## src/lpmr_pkg.sv

```systemverilog
// Shared constants, types and helpers of the length-prefixed message ring.
package lpmr_pkg;

  localparam int RING_BYTES   = 4096;
  localparam int HEADER_BYTES = 2;

  localparam int PTR_W  = $clog2(RING_BYTES);
  localparam int FREE_W = $clog2(RING_BYTES + 1);
  localparam int LEN_W  = 12;
  localparam int CNT_W  = 12;
  localparam int HDR_W  = 8 * HEADER_BYTES;
  localparam int HBUF_W = (HDR_W > LEN_W) ? HDR_W : LEN_W;
  localparam int HCNT_W = (HEADER_BYTES > 1) ? $clog2(HEADER_BYTES) : 1;
  localparam int NEED_W = ((LEN_W > FREE_W) ? LEN_W : FREE_W) + 1;
  localparam bit HDR_LIMITED = (HDR_W < LEN_W);

  localparam logic [1:0] OP_START = 2'd0;
  localparam logic [1:0] OP_WRITE = 2'd1;
  localparam logic [1:0] OP_READ  = 2'd2;

  localparam logic [1:0] ST_OK      = 2'd0;
  localparam logic [1:0] ST_NO_ROOM = 2'd1;
  localparam logic [1:0] ST_EMPTY   = 2'd2;
  localparam logic [1:0] ST_ORDER   = 2'd3;

  typedef struct packed {
    logic [1:0]       op;
    logic [LEN_W-1:0] msg_length;
    logic [7:0]       data_byte;
  } item_t;

  typedef struct packed {
    logic [1:0]  status;
    logic [7:0]  read_byte;
    logic        last_of_message;
    logic [12:0] free_bytes;
    logic [11:0] message_count;
  } res_t;

  typedef struct packed {
    logic             we;
    logic [PTR_W-1:0] waddr;
    logic [7:0]       wdata;
    logic [PTR_W-1:0] raddr;
  } mem_req_t;

  function automatic logic [PTR_W-1:0] ptr_inc(input logic [PTR_W-1:0] p);
    ptr_inc = (p == PTR_W'(RING_BYTES - 1)) ? '0 : p + 1'b1;
  endfunction

endpackage

```

## src/lpmr_ctrl.sv

```systemverilog
// Sequencer: pointers, counts and the ring RAM access order for each request.
module lpmr_ctrl (
  input  logic                clk,
  input  logic                rst,
  input  logic                item_valid,
  input  lpmr_pkg::item_t     item,
  output logic                idle,
  output lpmr_pkg::mem_req_t  mem,
  input  logic [7:0]          rdata,
  output logic                res_valid,
  output lpmr_pkg::res_t      res,
  input  logic                res_take
);

  typedef enum logic [4:0] {
    S_IDLE    = 5'b00001,
    S_WR_HDR  = 5'b00010,
    S_RD_HDR  = 5'b00100,
    S_RD_BODY = 5'b01000,
    S_DONE    = 5'b10000
  } state_t;

  state_t state, state_next;
  logic [lpmr_pkg::PTR_W-1:0]  wp, wp_next, rp, rp_next;
  logic [lpmr_pkg::FREE_W-1:0] free_cnt, free_cnt_next;
  logic [lpmr_pkg::CNT_W-1:0]  msgs, msgs_next;
  logic [lpmr_pkg::LEN_W-1:0]  wleft, wleft_next, rleft, rleft_next;
  logic                        wopen, wopen_next, ropen, ropen_next;
  logic [lpmr_pkg::HCNT_W-1:0] hcnt, hcnt_next;
  logic [lpmr_pkg::HBUF_W-1:0] hdr, hdr_next, hdr_now;
  logic [1:0]                  status, status_next;
  logic [7:0]                  rbyte, rbyte_next;
  logic                        last, last_next;
  logic [lpmr_pkg::NEED_W-1:0] need;
  logic                        too_long;

  assign idle      = (state == S_IDLE);
  assign res_valid = (state == S_DONE);

  assign res.status          = status;
  assign res.read_byte       = rbyte;
  assign res.last_of_message = last;
  assign res.free_bytes      = 13'(free_cnt);
  assign res.message_count   = 12'(msgs);

  assign need = lpmr_pkg::NEED_W'(item.msg_length) +
                lpmr_pkg::NEED_W'(lpmr_pkg::HEADER_BYTES);
  assign too_long = lpmr_pkg::HDR_LIMITED &&
                    ((lpmr_pkg::HBUF_W'(item.msg_length) >> lpmr_pkg::HDR_W) != '0);

  always_comb begin
    hdr_now = hdr;
    hdr_now[hcnt*8 +: 8] = rdata;
  end

  always_comb begin
    state_next    = state;
    wp_next       = wp;
    rp_next       = rp;
    free_cnt_next = free_cnt;
    msgs_next     = msgs;
    wleft_next    = wleft;
    rleft_next    = rleft;
    wopen_next    = wopen;
    ropen_next    = ropen;
    hcnt_next     = hcnt;
    hdr_next      = hdr;
    status_next   = status;
    rbyte_next    = rbyte;
    last_next     = last;
    mem.we        = 1'b0;
    mem.waddr     = wp;
    mem.wdata     = hdr[hcnt*8 +: 8];
    mem.raddr     = rp;

    case (state)
      S_IDLE: begin
        if (item_valid) begin
          status_next = lpmr_pkg::ST_OK;
          rbyte_next  = '0;
          last_next   = 1'b0;
          state_next  = S_DONE;
          case (item.op)
            lpmr_pkg::OP_START: begin
              if (wopen) begin
                status_next = lpmr_pkg::ST_ORDER;
              end else if (too_long || need > lpmr_pkg::NEED_W'(free_cnt)) begin
                status_next = lpmr_pkg::ST_NO_ROOM;
              end else begin
                free_cnt_next = free_cnt - lpmr_pkg::FREE_W'(need);
                hdr_next      = lpmr_pkg::HBUF_W'(item.msg_length);
                mem.we        = 1'b1;
                mem.wdata     = item.msg_length[7:0];
                wp_next       = lpmr_pkg::ptr_inc(wp);
                if (lpmr_pkg::HEADER_BYTES > 1) begin
                  hcnt_next  = lpmr_pkg::HCNT_W'(1);
                  state_next = S_WR_HDR;
                end
                if (item.msg_length == '0) begin
                  msgs_next = msgs + 1'b1;
                end else begin
                  wleft_next = item.msg_length;
                  wopen_next = 1'b1;
                end
              end
            end
            lpmr_pkg::OP_WRITE: begin
              if (!wopen) begin
                status_next = lpmr_pkg::ST_ORDER;
              end else begin
                mem.we     = 1'b1;
                mem.wdata  = item.data_byte;
                wp_next    = lpmr_pkg::ptr_inc(wp);
                wleft_next = wleft - 1'b1;
                if (wleft == lpmr_pkg::LEN_W'(1)) begin
                  wopen_next = 1'b0;
                  msgs_next  = msgs + 1'b1;
                end
              end
            end
            lpmr_pkg::OP_READ: begin
              if (!ropen && msgs == '0) begin
                status_next = lpmr_pkg::ST_EMPTY;
              end else begin
                // read of rp is issued now; data lands next cycle
                rp_next       = lpmr_pkg::ptr_inc(rp);
                free_cnt_next = free_cnt + 1'b1;
                if (ropen) begin
                  state_next = S_RD_BODY;
                end else begin
                  hcnt_next  = '0;
                  hdr_next   = '0;
                  state_next = S_RD_HDR;
                end
              end
            end
            default: begin
              status_next = lpmr_pkg::ST_ORDER;
            end
          endcase
        end
      end
      S_WR_HDR: begin
        mem.we  = 1'b1;
        wp_next = lpmr_pkg::ptr_inc(wp);
        if (hcnt == lpmr_pkg::HCNT_W'(lpmr_pkg::HEADER_BYTES - 1)) begin
          state_next = S_DONE;
        end else begin
          hcnt_next = hcnt + 1'b1;
        end
      end
      S_RD_HDR: begin
        hdr_next = hdr_now;
        if (hcnt != lpmr_pkg::HCNT_W'(lpmr_pkg::HEADER_BYTES - 1)) begin
          rp_next       = lpmr_pkg::ptr_inc(rp);
          free_cnt_next = free_cnt + 1'b1;
          hcnt_next     = hcnt + 1'b1;
        end else if (hdr_now[lpmr_pkg::LEN_W-1:0] == '0) begin
          // header-only message: done without a body read
          last_next  = 1'b1;
          ropen_next = 1'b0;
          if (msgs != '0) begin
            msgs_next = msgs - 1'b1;
          end
          state_next = S_DONE;
        end else begin
          ropen_next    = 1'b1;
          rleft_next    = hdr_now[lpmr_pkg::LEN_W-1:0];
          rp_next       = lpmr_pkg::ptr_inc(rp);
          free_cnt_next = free_cnt + 1'b1;
          state_next    = S_RD_BODY;
        end
      end
      S_RD_BODY: begin
        rbyte_next = rdata;
        rleft_next = rleft - 1'b1;
        if (rleft == lpmr_pkg::LEN_W'(1)) begin
          last_next  = 1'b1;
          ropen_next = 1'b0;
          if (msgs != '0) begin
            msgs_next = msgs - 1'b1;
          end
        end
        state_next = S_DONE;
      end
      S_DONE: begin
        if (res_take) begin
          state_next = S_IDLE;
        end
      end
      default: begin
        state_next = S_IDLE;
      end
    endcase
  end

  always_ff @(posedge clk) begin
    if (rst) begin
      state    <= S_IDLE;
      wp       <= '0;
      rp       <= '0;
      free_cnt <= lpmr_pkg::FREE_W'(lpmr_pkg::RING_BYTES);
      msgs     <= '0;
      wleft    <= '0;
      rleft    <= '0;
      wopen    <= 1'b0;
      ropen    <= 1'b0;
      hcnt     <= '0;
    end else begin
      state    <= state_next;
      wp       <= wp_next;
      rp       <= rp_next;
      free_cnt <= free_cnt_next;
      msgs     <= msgs_next;
      wleft    <= wleft_next;
      rleft    <= rleft_next;
      wopen    <= wopen_next;
      ropen    <= ropen_next;
      hcnt     <= hcnt_next;
    end
  end

  always_ff @(posedge clk) begin
    hdr    <= hdr_next;
    status <= status_next;
    rbyte  <= rbyte_next;
    last   <= last_next;
  end

endmodule
```

## config.mk

```make
export PLATFORM = sky130hd
export DESIGN_NAME = lpmr_ctrl
export DESIGN_NICKNAME = d
export VERILOG_FILES = /design/src/lpmr_pkg.sv /design/src/lpmr_ctrl.sv
export SDC_FILE = /design/constraint.sdc
export NUM_CORES = 1
export LEC_CHECK = 0
export ABC_CLOCK_PERIOD_IN_PS = 4150
export BUFFER_PORTS_ARGS = -buffer_cell sky130_fd_sc_hd__buf_4
export CAP_MARGIN = 10
export CORE_MARGIN = 2
export CORE_UTILIZATION = 35
export CTS_CLUSTER_DIAMETER = 150
export DETAILED_ROUTE_END_ITERATION = 6
export GPL_ROUTABILITY_DRIVEN = 1
export PLACE_DENSITY = 0.63
export SLEW_MARGIN = 10
export SYNTH_ARGS = -nofsm -noshare
export SYNTH_HDL_FRONTEND = slang
export SYNTH_SLANG_ARGS = --single-unit
```

## constraint.sdc

```tcl
create_clock -name clk -period 4.15 [get_ports clk]
set_input_delay 0.6225 -clock clk [delete_from_list [all_inputs] [get_ports clk]]
set_output_delay 0.6225 -clock clk [all_outputs]
set_load 0.05 [all_outputs]
```

==> results.py <==
metrics = {
    "power_and_ir_drop": {
        "power.leakage_nw": 3.51,
        "p_total_mw": 5.13,
        "powerDensity_mw_per_mm2": 571,
        "vdd_drop_max_uv": 261,
    },
    "layout": {
        "drive_gt1_share_pct": 18.7,
        "diodes": 0,
        "stdcell_count": 1282,
        "layout_commonest_cell": "buf_4",
        "nets": 1069,
        "area_delta_synth_final_pct": 19.8,
        "layout_common_cells": "126 x buf_4, 99 x nor2_1, 80 x dfxtp_1",
    },
    "place": {
        "place_hpwl_mm": 16.0,
        "pre_cts_ws_ns": -0.0829,
        "dp.cells": 1265,
        "io_buffers": 104,
        "place_congestion": 0.844,
    },
    "global_routing": {
        "grtUsageTotal_pct": 19.3,
        "grt_use_met2_pct": 29.6,
        "antenna_found_initial": 0,
        "grt_max_degree": 71,
        "grt_pass1_wl_mm": 34.9,
        "grtUsageMet1_pct": 27.9,
        "grt_overflow": 0,
        "busiest_layer": "met2",
        "grt_pass1_vias": 6592,
        "use_met3_pct": 3.67,
    },
    "clock_tree": {
        "clk_path_buf_depth": 2,
        "cts_root_buf": "clkbuf_16",
        "cts.clk_slew.worst_paths_ns": 0.08,
        "h-tree-depth": 3,
        "clock_latency_ns": 0.36,
        "cts_num_sinks": 108,
        "cts_made_buffers": 9,
        "cts_tree": "yes",
    },
    "synth": {
        "synth_area_sq_mm": 0.00750,
        "synth_top_area_share_pct": 21.6,
        "syn_area_per_cell_sq_um": 8.24,
        "syn-num-nets": 977,
        "synth.area.top_cells": "dfxtp_1 22%, edfxtp_1 11%, ha_1 5.2%",
        "synth_edf_count": 27,
        "yosysSeqAreaShare_pct": 32.4,
        "synth_async_sr_flop_share_pct": 0,
        "synth-seq-cells": 108,
        "yosys_most_used_dff": "dfxtp_1",
        "synthDistinctLibCells": 84,
        "synth_warnings": 0,
        "syn-instance-count": 910,
        "synth_top_area_cell": "dfxtp_1",
    },
    "timing": {
        "max_freq_mhz": 253,
        "slew_viol_final": 0,
        "setup_viol": 0,
        "setup_ws_ns": 0.190,
        "skew_ns": 0.0104,
        "finalHoldViolCount": 0,
        "worst_pin_slew_ns": 0.882,
        "fin_crit_ns": 3.96,
        "finalCritPeriodShare_pct": 95.4,
        "relSlewSlack_pct": 41.2,
    },
    "drt": {
        "ant_nets": 0,
        "drc_errors": 0,
        "routed_via_density": 5.66,
        "drt_pre_antenna_iters": 6,
        "post_drt_wl_per_cell_um": 17.1,
        "via_count": 7258,
        "totalWireLength_mm": 22.0,
        "drtIter0Drc": 407,
    },
    "floorplanning": {
        "io_pins": 105,
        "start_util_pct": 35.7,
        "rows": 53,
        "die_h_um": 150,
        "die_x_um": 150,
        "core_area_sq_mm": 0.0210,
        "die-area_sq_mm": 0.0226,
    },
    "worst_setup_path": {
        "slowest_stage": "ha_1",
        "path_buf_inv": 3,
        "slowest_delay_ns": 0.35,
        "path_max_fanout": 6,
        "crit_path_start_kind": "primary input",
        "arrival_ns": 3.34,
        "critPathTopFamily": "simple AND/OR/NAND/NOR gates",
        "worst-setup-path-type": "in -> out",
        "cp.required_ns": 3.53,
        "endpoint_kind": "output pin",
        "worstPathCellList": "buf_4 -> and3_1 -> and3_1 -> xnor2_1 -> ha_1 -> and3_1 -> and3_4 -> a2111oi_4 -> buf_4 -> nor4_4 -> nor2_1 -> nor2_1 -> o22ai_1 -> buf_4",
    },
    "run": {
        "maxCapViolCount": 0,
    },
    "outcome": {
        "status": "complete, no violations",
    },
    "min_path": {
        "hp-class": "reg -> reg",
    },
}
[synth_stat cells, drive strengths merged, types with 9 or more instances]
cell type,count
a211oi,22
a21oi,80
and2,10
and3,20
buf,11
clkbuf,35
dfxtp,81
edfxtp,27
ha,31
inv,24
mux2i,36
nand2,60
nand3,62
nor2,100
nor2b,9
nor3,25
nor4,18
o21ai,76
o31ai,9
or2,9
or3,17
xnor2,16
xor2,20
[power by group]
group          switching [mW]  leakage (nW)  total (mW)  internal (mW)
combinational            1.75          2.44        2.69          0.943
clock                   0.453         0.155       0.938          0.485
sequential              0.215         0.913        1.50           1.28
total                    2.41          3.51        5.13           2.71
[metrics by stage]
| step | hold WS, ns | utilization [%] | setup TNS, ns | area (sq um) |
|---|---|---|---|---|
| after floorplan | 0.445 | - | -0.342 | 7530 |
| after global placement | 0.462 | 40.9 | -0.131 | 8610 |
| after detailed placement | 0.470 | 40.9 | -0.350 | 8610 |
| after CTS | 0.481 | 42.5 | 0 | 8930 |
| after global routing | 0.509 | 42.7 | -0.104 | 8980 |
| final | 0.480 | 42.7 | 0 | 8980 |
[worst min-delay path, cell delays in order (launching register included)]
cell     delay, ns
dfxtp_1       0.33
nand2_1       0.06
a21oi_1       0.05
[cell families (layout without fill, tap and decap cells)]
family	Yosys count	count (layout)	synth area share [%]
AND/OR/NAND/NOR	362	362	24.6
multiplexers	38	38	5.16
flip-flops	108	108	32.4
buffers and inverters	71	168	4.34
adder cells (fa/ha/maj)	33	33	5.71
AO/OA/AOI/OAI	262	262	23.6
XOR/XNOR	36	36	4.21
[flip-flops by register name, indices dropped and copies added (netlist names)]
signal and cells:
wleft 12, hcnt 1, rbyte 8, hdr 16
ropen 1, wp 12, free_cnt 13, status 2
rleft 12, state 5, msgs 12, last 1
wopen 1, rp 12
[cell type report]
cell class,instances,area (sq um)
inverter,25,93.8
tap,275,344
fill,2130,12000
sequential,108,2430
multi-input combinational,731,4830
clock inverter,7,92.6
timing repair buffer,127,966
clock buffer,9,225
[timing repair]
action,CTS,global route
hold buffers,0,0
pin swaps,0,2
endpoints found under the setup margin,5,8
resized for setup,1,6
buffers inserted,0,1
[path summary, 6_finish.rpt]
| path | from | to | slack (ns) | depth (start not counted) |
|---|---|---|---|---|
| setup / recovery | item[9] | mem[13] | 0.19 | 14 |
| hold / removal | rleft[1] | rleft[1] | 0.48 | 2 |
| setup reg to reg | state[2] | msgs[11] | 0.50 | 11 |
| hold reg to reg | rleft[1] | rleft[1] | 0.48 | 2 |
[per-layer routing]
| layer | part of all wire (%) | wire [um] |
|---|---|---|
| met5 | 0 | 0 |
| met3 | 6.4 | 1420 |
| met4 | 1.3 | 276 |
| met1 | 48 | 10500 |
| met2 | 45 | 9830 |
(Power assumes the default switching activity.)
